### src/adcsd_pkg.sv
`timescale 1ns / 1ps
`default_nettype none
package adcsd_pkg;

    localparam int SAMPLE_W = 10;
    localparam int HEIGHT_W = 8;
    localparam int POS_W    = 8;
    localparam int COUNT_W  = 2;
    localparam int DIFF_W   = SAMPLE_W + 2;
    localparam int INV_W    = SAMPLE_W + 1;
    localparam int PROD_W   = INV_W + HEIGHT_W;

    localparam logic signed [DIFF_W-1:0] LPF_ROUND     = DIFF_W'(4);
    localparam int                       LPF_SHIFT     = 3;
    localparam int                       POS_SHIFT     = 10;
    localparam logic [HEIGHT_W-1:0]      POS_MARGIN    = HEIGHT_W'(2);
    localparam logic [COUNT_W-1:0]       DEBOUNCE_LAST = COUNT_W'(3);
    localparam logic [HEIGHT_W-1:0]      HEIGHT_RESET  = HEIGHT_W'(16);
    localparam logic [SAMPLE_W-1:0]      SAMPLE_MAX    = '1;
    localparam logic [INV_W-1:0]         FULL_SCALE    = INV_W'(1024);

    typedef struct packed {
        logic [SAMPLE_W-1:0] filtered;
        logic                fire;
    } front_t;

endpackage
`default_nettype wire

### src/adcsd_if.sv
`timescale 1ns / 1ps
`default_nettype none
interface adcsd_in_if;
    logic       valid;
    logic       ready;
    logic [9:0] adc_sample;
    logic       button_level;

    modport source (output valid, output adc_sample, output button_level, input ready);
    modport sink (input valid, input adc_sample, input button_level, output ready);
endinterface

interface adcsd_out_if;
    logic       valid;
    logic       ready;
    logic [7:0] position;
    logic       position_changed;
    logic       fire;

    modport source (output valid, output position, output position_changed, output fire,
                    input ready);
    modport sink (input valid, input position, input position_changed, input fire,
                  output ready);
endinterface

interface adcsd_cfg_if;
    logic       valid;
    logic       ready;
    logic [7:0] screen_height;

    modport source (output valid, output screen_height, input ready);
    modport sink (input valid, input screen_height, output ready);
endinterface
`default_nettype wire

### src/adcsd_front.sv
`timescale 1ns / 1ps
`default_nettype none
module adcsd_front
    import adcsd_pkg::*;
(
    input  wire logic   clk,
    input  wire logic   rst_n,
    adcsd_in_if.sink    sample_ch,
    output front_t      front_data,
    output logic        front_valid,
    input  wire logic   front_ready
);

    logic                       take;
    logic                       front_valid_reg;
    front_t                     front_data_reg;
    front_t                     front_data_next;
    logic [SAMPLE_W-1:0]        filtered_reg;
    logic [SAMPLE_W-1:0]        filtered_next;
    logic                       stable_button_reg;
    logic                       stable_button_next;
    logic [COUNT_W-1:0]         debounce_count_reg;
    logic [COUNT_W-1:0]         debounce_count_next;
    logic signed [DIFF_W-1:0]   diff;
    logic signed [DIFF_W-1:0]   step;
    logic signed [DIFF_W-1:0]   sum;
    logic                       fire_next;

    assign sample_ch.ready = !front_valid_reg || front_ready;
    assign take            = sample_ch.valid && sample_ch.ready;
    assign front_valid     = front_valid_reg;
    assign front_data      = front_data_reg;

    // low-pass filter with rounding, floor shift
    always_comb
    begin
        diff = $signed({2'b00, sample_ch.adc_sample}) - $signed({2'b00, filtered_reg})
               + LPF_ROUND;
        step = diff >>> LPF_SHIFT;
        sum  = $signed({2'b00, filtered_reg}) + step;
        if (sum < 0)
        begin
            filtered_next = '0;
        end
        else if (sum > $signed({2'b00, SAMPLE_MAX}))
        begin
            filtered_next = SAMPLE_MAX;
        end
        else
        begin
            filtered_next = sum[SAMPLE_W-1:0];
        end
    end

    // debounce counter
    always_comb
    begin
        stable_button_next  = stable_button_reg;
        debounce_count_next = '0;
        fire_next           = 1'b0;
        if (debounce_count_reg == DEBOUNCE_LAST)
        begin
            if (sample_ch.button_level != stable_button_reg)
            begin
                stable_button_next = sample_ch.button_level;
                fire_next          = !sample_ch.button_level;
            end
        end
        else if (sample_ch.button_level != stable_button_reg)
        begin
            debounce_count_next = debounce_count_reg + COUNT_W'(1);
        end
        front_data_next.filtered = filtered_next;
        front_data_next.fire     = fire_next;
    end

    always_ff @(posedge clk or negedge rst_n)
    begin
        if (!rst_n)
        begin
            front_valid_reg    <= 1'b0;
            filtered_reg       <= '0;
            stable_button_reg  <= 1'b0;
            debounce_count_reg <= '0;
        end
        else
        begin
            if (sample_ch.ready)
            begin
                front_valid_reg <= sample_ch.valid;
            end
            if (take)
            begin
                filtered_reg       <= filtered_next;
                stable_button_reg  <= stable_button_next;
                debounce_count_reg <= debounce_count_next;
            end
        end
    end

    always_ff @(posedge clk)
    begin
        if (take)
        begin
            front_data_reg <= front_data_next;
        end
    end

    a_fire_pressed: assert property (@(posedge clk) disable iff (!rst_n)
        (take && fire_next) |=> !stable_button_reg)
        else $error("fire without debounced press");

    a_count_clears: assert property (@(posedge clk) disable iff (!rst_n)
        (take && debounce_count_reg == DEBOUNCE_LAST) |=> debounce_count_reg == '0)
        else $error("debounce count did not clear");

    a_stable_change: assert property (@(posedge clk) disable iff (!rst_n)
        !$stable(stable_button_reg) |-> $past(take && debounce_count_reg == DEBOUNCE_LAST))
        else $error("debounced level changed early");

endmodule
`default_nettype wire

### src/adcsd_scale.sv
`timescale 1ns / 1ps
`default_nettype none
module adcsd_scale
    import adcsd_pkg::*;
(
    input  wire logic   clk,
    input  wire logic   rst_n,
    adcsd_cfg_if.sink   cfg,
    input  wire front_t front_data,
    input  wire logic   front_valid,
    output logic        front_ready,
    adcsd_out_if.source result_ch
);

    logic                load;
    logic [HEIGHT_W-1:0] height_reg;
    logic [HEIGHT_W-1:0] scale;
    logic [INV_W-1:0]    inv;
    logic [PROD_W-1:0]   prod;
    logic [POS_W-1:0]    position_next;
    logic                result_valid_reg;
    logic [POS_W-1:0]    position_reg;
    logic                changed_reg;
    logic                fire_reg;

    assign cfg.ready   = 1'b1;
    assign front_ready = !result_valid_reg || result_ch.ready;
    assign load        = front_valid && front_ready;

    assign scale         = (height_reg >= POS_MARGIN) ? (height_reg - POS_MARGIN) : '0;
    assign inv           = FULL_SCALE - {1'b0, front_data.filtered};
    assign prod          = PROD_W'(inv) * PROD_W'(scale);
    assign position_next = prod[POS_SHIFT +: POS_W];

    assign result_ch.valid            = result_valid_reg;
    assign result_ch.position         = position_reg;
    assign result_ch.position_changed = changed_reg;
    assign result_ch.fire             = fire_reg;

    // position_reg doubles as the last reported position
    always_ff @(posedge clk or negedge rst_n)
    begin
        if (!rst_n)
        begin
            height_reg       <= HEIGHT_RESET;
            result_valid_reg <= 1'b0;
            position_reg     <= '0;
        end
        else
        begin
            if (cfg.valid)
            begin
                height_reg <= cfg.screen_height;
            end
            if (front_ready)
            begin
                result_valid_reg <= front_valid;
            end
            if (load)
            begin
                position_reg <= position_next;
            end
        end
    end

    always_ff @(posedge clk)
    begin
        if (load)
        begin
            changed_reg <= (position_next != position_reg);
            fire_reg    <= front_data.fire;
        end
    end

    a_pos_bound: assert property (@(posedge clk) disable iff (!rst_n)
        load |-> position_next <= scale)
        else $error("position beyond scale");

    a_load_shows: assert property (@(posedge clk) disable iff (!rst_n)
        load |=> result_valid_reg)
        else $error("loaded beat not shown");

    a_stall_only_full: assert property (@(posedge clk) disable iff (!rst_n)
        (front_valid && !front_ready) |-> (result_valid_reg && !result_ch.ready))
        else $error("stall without full output");

endmodule
`default_nettype wire

### src/adc_smoothing_and_button_debounce.sv
`timescale 1ns / 1ps
`default_nettype none
// ADC smoothing and button debounce. Each beat on sample_ch carries one 10-bit
// converter sample and one raw button level (0 = pressed) and yields exactly one beat
// on result_ch: the filtered position (first-order low-pass with rounding, inverted
// and scaled by screen_height - 2), a flag when that position differs from the
// previous one, and a fire pulse when the four-sample debounced level becomes
// pressed. The block takes one beat every cycle while result_ch is ready; each result
// is registered first in the filter and debounce stage and then in the scaling
// multiply stage. Write screen_height on cfg only while no beat is in flight.
module adc_smoothing_and_button_debounce
    import adcsd_pkg::*;
(
    input  wire logic   clk,
    input  wire logic   rst_n,
    adcsd_cfg_if.sink   cfg,
    adcsd_in_if.sink    sample_ch,
    adcsd_out_if.source result_ch
);

    front_t front_data;
    logic   front_valid;
    logic   front_ready;

    adcsd_front u_front (
        .clk         (clk),
        .rst_n       (rst_n),
        .sample_ch   (sample_ch),
        .front_data  (front_data),
        .front_valid (front_valid),
        .front_ready (front_ready)
    );

    adcsd_scale u_scale (
        .clk         (clk),
        .rst_n       (rst_n),
        .cfg         (cfg),
        .front_data  (front_data),
        .front_valid (front_valid),
        .front_ready (front_ready),
        .result_ch   (result_ch)
    );

endmodule
`default_nettype wire
### src/flat_wrapper.sv
// flat-port wrapper written by rule: the top's interface ports become plain ports
module adc_smoothing_and_button_debounce_flat import adcsd_pkg::*;
  (clk, rst_n, cfg_valid, cfg_screen_height, cfg_ready, sample_ch_valid, sample_ch_adc_sample, sample_ch_button_level, sample_ch_ready, result_ch_valid, result_ch_position, result_ch_position_changed, result_ch_fire, result_ch_ready);
  adcsd_cfg_if cfg_i ();
  adcsd_in_if sample_ch_i ();
  adcsd_out_if result_ch_i ();
  input  wire logic clk;
  input  wire logic rst_n;
  input wire logic [$bits(cfg_i.valid)-1:0] cfg_valid;
  input wire logic [$bits(cfg_i.screen_height)-1:0] cfg_screen_height;
  output wire logic [$bits(cfg_i.ready)-1:0] cfg_ready;
  input wire logic [$bits(sample_ch_i.valid)-1:0] sample_ch_valid;
  input wire logic [$bits(sample_ch_i.adc_sample)-1:0] sample_ch_adc_sample;
  input wire logic [$bits(sample_ch_i.button_level)-1:0] sample_ch_button_level;
  output wire logic [$bits(sample_ch_i.ready)-1:0] sample_ch_ready;
  output wire logic [$bits(result_ch_i.valid)-1:0] result_ch_valid;
  output wire logic [$bits(result_ch_i.position)-1:0] result_ch_position;
  output wire logic [$bits(result_ch_i.position_changed)-1:0] result_ch_position_changed;
  output wire logic [$bits(result_ch_i.fire)-1:0] result_ch_fire;
  input wire logic [$bits(result_ch_i.ready)-1:0] result_ch_ready;
  assign cfg_i.valid = cfg_valid;
  assign cfg_i.screen_height = cfg_screen_height;
  assign cfg_ready = cfg_i.ready;
  assign sample_ch_i.valid = sample_ch_valid;
  assign sample_ch_i.adc_sample = sample_ch_adc_sample;
  assign sample_ch_i.button_level = sample_ch_button_level;
  assign sample_ch_ready = sample_ch_i.ready;
  assign result_ch_valid = result_ch_i.valid;
  assign result_ch_position = result_ch_i.position;
  assign result_ch_position_changed = result_ch_i.position_changed;
  assign result_ch_fire = result_ch_i.fire;
  assign result_ch_i.ready = result_ch_ready;
  adc_smoothing_and_button_debounce u_core (.clk(clk), .rst_n(rst_n), .cfg(cfg_i), .sample_ch(sample_ch_i), .result_ch(result_ch_i));
endmodule
### config.mk
export PLATFORM = sky130hd
export DESIGN_NAME = adc_smoothing_and_button_debounce_flat
export DESIGN_NICKNAME = d
export VERILOG_FILES = /design/src/adcsd_pkg.sv /design/src/adcsd_if.sv /design/src/adcsd_front.sv /design/src/adcsd_scale.sv /design/src/adc_smoothing_and_button_debounce.sv /design/src/flat_wrapper.sv
export SDC_FILE = /design/constraint.sdc
export NUM_CORES = 1
export LEC_CHECK = 0
export ABC_AREA = 1
export BUFFER_PORTS_ARGS = -buffer_cell sky130_fd_sc_hd__clkbuf_2
export CAP_MARGIN = 20
export CORE_MARGIN = 10
export CORE_UTILIZATION = 63
export DETAILED_ROUTE_END_ITERATION = 8
export PLACE_DENSITY = 0.85
export REMOVE_ABC_BUFFERS = 1
export SLEW_MARGIN = 0
export SYNTH_ARGS = -nofsm -noshare
export SYNTH_HDL_FRONTEND = slang
export SYNTH_HIERARCHICAL = 1
export SYNTH_SLANG_ARGS = --single-unit
### constraint.sdc
create_clock -name clk -period 6.7 [get_ports clk]
set_clock_uncertainty 0.05 [all_clocks]
set_input_delay 0.67 -clock clk [delete_from_list [all_inputs] [get_ports clk]]
set_output_delay 0.67 -clock clk [all_outputs]
set_load 0.1 [all_outputs]
== Yosys cells after proc, flatten, opt, wreduce, memory -nomap -nowiden ==
Index checks and enable logic that the tools add are counted.
Operators by class
  equality and inequality tests: 3
  mux-type cells: 5
  add/sub/neg operators: 6
  bitwise operators: 0
  $mul: 1
  div/mod/pow operators: 0
  order comparisons: 3
  shifts and indexed selects: 0
  reductions and logical operators: 9
Operator list (number)
  $mux 10: 2
  $mul 11x8->18: 1
  $add 11x4->12 const B: 1
  $add 11x9->12: 1
  $gt 12x11->1 const B: 1
  $lt 12x1->1 const B: 1
  $sub 10x10->11: 1
  $sub 11x10->11 const A: 1
  $ge 8x2->1 const B: 1
  $mux 8: 1
  $ne 8x8->1: 1
  $sub 8x2->8 const B: 1
  $mux 2: 2
  $logic_not 1->1: 3
  $reduce_and 3->1: 1
  $add 2x1->2 const B: 1
  $eq 2x2->1 const B: 1
  $logic_and 1x1->1: 2
  $logic_or 1x1->1: 2
  $reduce_and 2->1: 1
  $ne 1x1->1: 1
Storage, ports and cells
  register bits: 44
  RAM bits: 0
  memories: 0
  latch bits: 0
  memory bits (read-only): 0

== Depth between registers and ports, before layout ==
  depth in word-level cells: 6
  gate-level depth with buffers: 29
  gate-level depth less buffers: 29

== By module ==
The synthesis kept the hierarchy.
Modules (own cells, without submodules)
  adcsd_scale: times used 1, seq. area each 486.7 sq um, cells each 513, area an instance 3915.0 sq um
  adcsd_front: times used 1, seq. area each 680.7 sq um, cells each 326, area an instance 2283.4 sq um

== Worst setup path before layout ==
No wires, ideal clock.
  kind: register to register
  start: reg u_core.u_front.front_data_reg, in the netlist u_core/u_front/front_data[3]
  end: reg u_core.u_scale.changed_reg, in the netlist u_core/u_scale/result_ch.position_changed, data pin
  required time: 6.396 ns
  path slack: 1.452 ns
  buffers on the path: 0
  setup time: 0.254 ns
  cell stages (with the launch flop): 27
  data arrival time: 4.943 ns
  cells stage by stage: edfxtp_1 nor3_2 inv_1 nor3_2 nand2_1 nor3_2 nand2_1 xnor2_2 nor2_1 fa_1 fa_1 fa_1 inv_1 fa_1 inv_1 ha_1 nand2_1 nor4_1 nand2_2 nand2_2 nand2_2 nand2_2 nand2_1 nand3_1 nand3_1 nor2_1 nand2_1
Between the ends
  longest elaborated chain between the ends: 3
RTL lines
  start, declared: line adcsd_front.sv:16  | front_t front_data_reg;
  start signal, assigned: line adcsd_front.sv:105  | front_data_reg <= front_data_next;
  $sub 11x10->11: line adcsd_scale.sv:31  | assign inv = FULL_SCALE - {1'b0, front_data.filtered};
  $mul 11x8->18: line adcsd_scale.sv:32  | assign prod = PROD_W'(inv) * PROD_W'(scale);
  $ne 8x8->1: line adcsd_scale.sv:70  | changed_reg <= (position_next != position_reg);
  end signal, assigned: line adcsd_scale.sv:70
  end, declared: line adcsd_scale.sv:23  | logic changed_reg;
Every way passes these cells.
A chain may end at the register's enable or synchronous reset.

== Worst setup path in the final report ==
  start: reg u_core.u_front.front_data_reg, in the netlist u_core/u_front/front_data[1]
  end: reg u_core.u_scale.changed_reg, in the netlist u_core/u_scale/result_ch.position_changed, data pin
The elaborated chain is that of the path after synthesis.

==> summary.md <==
| Metric | Value |
|---|---|
| Endpoints failing setup | `0` |
| Main combinational cell family by area after synthesis | `simple AND/OR/NAND/NOR gates` |
| DRC Markers | `0` |
| Synthesized area | `between 0.006 and 0.007 mm2` |
| Die Wd | `119 um` |
| Synth area leader | `fa_1` |
| Die Ht | `roughly 120 um` |
| Input/output buffers | `35` |
| Critical path fanouts, max | `7` |
| Clock buffer count from CTS | `5` |
| Cell Count, Final, Fillers Out | `a little over 1000` |
| CTS tree | `done` |
| Dpl cell area | `roughly 0.0065 mm2` |
| # hold bufs at CTS | `0` |
| Initial core utilization | `0.640` |
| Share of cells above drive strength 1 | `0.107` |
| Sequential area share after synthesis | `0.188` |
| Most frequent cells in the layout | `177 x nand2_1, 168 x inv_1, 98 x nor2_1, 67 x nand3_1, 59 x ha_1` |
| Worst slew pin tran | `0.830 ns` |
| Hold WC Path Type | `reg2reg` |
| Fin. Hold Viols | `0` |
| Final GP Congestion | `just over 0.9` |
| Clock slew at reported path FFs | `about 0.090 ns` |
| Post-synthesis cell count | `839` |
| Commonest non-fill, non-tap cell in the layout | `nand2_1` |
| Ys async rst share | `0.705` |
| Detailed Route WL | `about 13 mm` |
| CP Capture Type | `flop` |
| Prevailing post-synth register cell | `dfrtp_1` |
| Global Route Usage Sum | `0.189` |
| Synth area leaders | `fa_1 17%, dfrtp_1 12%, ha_1 12%` |
| Synth Area in Simple Gates | `0.305` |
| WS Path Type | `reg2reg` |
| Largest net degree at the start of global routing | `32` |
| EDFF count, synth | `13` |
| Cts repair resizes | `0` |
| Reg2Reg Setup Slack | `about 0.74 ns` |
| RSZ-0062 raised after global routing | `no` |
| Post-synthesis xor/xnor area fraction | `0.0414` |
| Compound-Gate Fraction of Synth Area | `0.0600` |
| Clock root buffer | `clkbuf_8` |
| CP required | `between 6 and 7 ns` |
| Yosys reg bits | `44` |
| WL/cell | `12.8 um` |
| Fin crit share | `0.889` |
| Buffer depth of the longest clock path | `2` |
| Die ar. | `around 0.014 mm2` |
| Syn. warnings | `6` |
| Placed cells | `1000` |
| GR Overflow Total | `0` |
| CTS sink cnt | `44` |
| Antenna-violating nets left | `0` |
| Max transition margin | `0.447` |
| Io pins | `37` |
| Fin nets | `roughly 1000` |
| Area share of the leading cell type in the synthesized netlist | `0.171` |
| WP data arrival | `between 5 and 6 ns` |
| Status | `complete, no violations` |
| Initial antenna violation count | `0` |
| # diodes | `0` |
| Global-route wire length before repair | `around 23 mm` |
| MaxCap Viol Count | `0` |
| Fmax | `roughly 0.17 GHz` |
| Vias in the first global route | `5148` |
| Final std cell area, no fill | `~0.0066 mm2` |
| Core Region | `just under 0.01 mm2` |
| Vias per Instance | `5.34` |
| Setup bufs post-CTS | `0` |
| Vias | `5384` |
| Synthesis-to-finish area growth | `6.12%` |
| Iter 0 DRT Violations | `between 400 and 500` |
| Crit path time final | `between 5 and 6 ns` |
| Setup TNS | `0 ns` |
| Clock Latency Late Sink | `roughly 0.30 ns` |
| Max reg flops | `11` |
| Startpoint Class | `flop` |
| Post-synthesis mux area share | `0.00182` |
| Hpwl dp | `10.8 mm` |
| Cell variety after synth | `46` |
| Initial DRT Pass Iterations | `7` |
| Synth Area per Inst | `7.39 um2` |
| Area share of fa/ha/maj cells after synthesis | `0.290` |
| H-tree Lvls | `2` |
| Final-report max-slew violation count | `0` |
| # rows | `36` |
[cell usage after synthesis, types with 2 or more instances]
master    number
nand2_1      177
inv_1        168
nor2_1        98
nand3_1       67
ha_1          59
fa_1          53
dfrtp_1       30
o21ai_0       30
a21oi_1       28
nand2_2       21
xor2_1        14
edfxtp_1      13
xnor2_1        9
nor3_1         8
nand3b_1       6
nand4_1        6
nand3_2        5
nor2_4         4
clkbuf_1       3
clkinv_1       3
inv_2          3
nor3_2         3
a31oi_1        2
buf_6          2
nand2_4        2
nor2_2         2
o21bai_1       2
or2_2          2
xnor2_2        2
[kinds of logic (layout without fill, tap and decap cells)]
kind of cell               after synthesis  count (layout)
DFF                                     44              44
other                                    1               1
xor gates and xnor gates                26              26
muxes                                    1               1
and+or+nand+nor                        407             407
buffers and inverters                  181             217
AOI/OAI and AO/OA                       67              67
adders and majority gates              112             112
[layout make-up]
cell class | count | area [um2]
Clock buffer | 6 | 72.6
Clock inverter | 2 | 11.3
Fill cell | 806 | 3110
Inverter | 174 | 653
Multi-Input combinational cell | 614 | 4330
Sequential cell | 44 | 1170
Tap cell | 133 | 166
Timing Repair Buffer | 35 | 175
[through the flow]
step | utilization | hold slack, ns | worst slack (ns)
final | 0.679 | 0.392 | 0.742
after global routing | 0.679 | 0.404 | 0.347
after CTS | 0.679 | 0.397 | 0.816
after detailed placement | 0.671 | 0.379 | 0.847
after global placement | 0.671 | 0.363 | 0.975
after floorplan | - | 0.324 | 1.45
[final timing paths]
path	startpoint	endpoint	cells after the start
hold / removal	u_core/u_front/front_data[0]$_SDFFCE_PN0P_	u_core/u_scale/result_ch.fire$_DFFE_PP_	0
max in group asynchronous	rst_n	u_core/u_front/filtered_reg[5]$_DFFE_PN0P_	1
min in group asynchronous	rst_n	u_core/u_scale/result_ch.position[0]$_DFFE_PN0P_	1
setup reg to reg	u_core/u_front/front_data[1]$_DFFE_PP_	u_core/u_scale/result_ch.position_changed$_DFFE_PP_	25
hold reg to reg	u_core/u_front/front_data[0]$_SDFFCE_PN0P_	u_core/u_scale/result_ch.fire$_DFFE_PP_	0
setup / recovery	u_core/u_front/front_data[1]$_DFFE_PP_	u_core/u_scale/result_ch.position_changed$_DFFE_PP_	25
[worst max-delay path, cell delays in order, from the launching register on]
cell      delay, ns
edfxtp_1       0.46
nor3_2         0.25
inv_1          0.08
nor3_2         0.19
nand2_1        0.17
nor3_2         0.17
nand2_1        0.11
xnor2_2        0.33
nor2_1         0.11
fa_1           0.51
fa_1           0.44
fa_1           0.56
inv_1          0.06
fa_1           0.52
inv_1          0.04
ha_1           0.36
a21oi_1        0.22
o21ai_0        0.16
a21oi_1        0.30
nand3_1        0.15
nand3_1        0.10
nand2_1        0.05
inv_1          0.05
nand3_1        0.08
nor2_1         0.12
nand2_1        0.07
[layer usage]
metal	global-route usage	routed length [um]	part of all wire	up-vias
li1	-	-	-	2675
met4	0.0290	101	0.0078	0
met3	0.0302	866	0.067	11
met1	0.261	5890	0.46	2514
met5	0	0	0	-
met2	0.313	6080	0.47	184
Power is left out: the tool's default activity adds up to more than one toggle a clock period on the data nets, which glitch-free logic cannot reach.
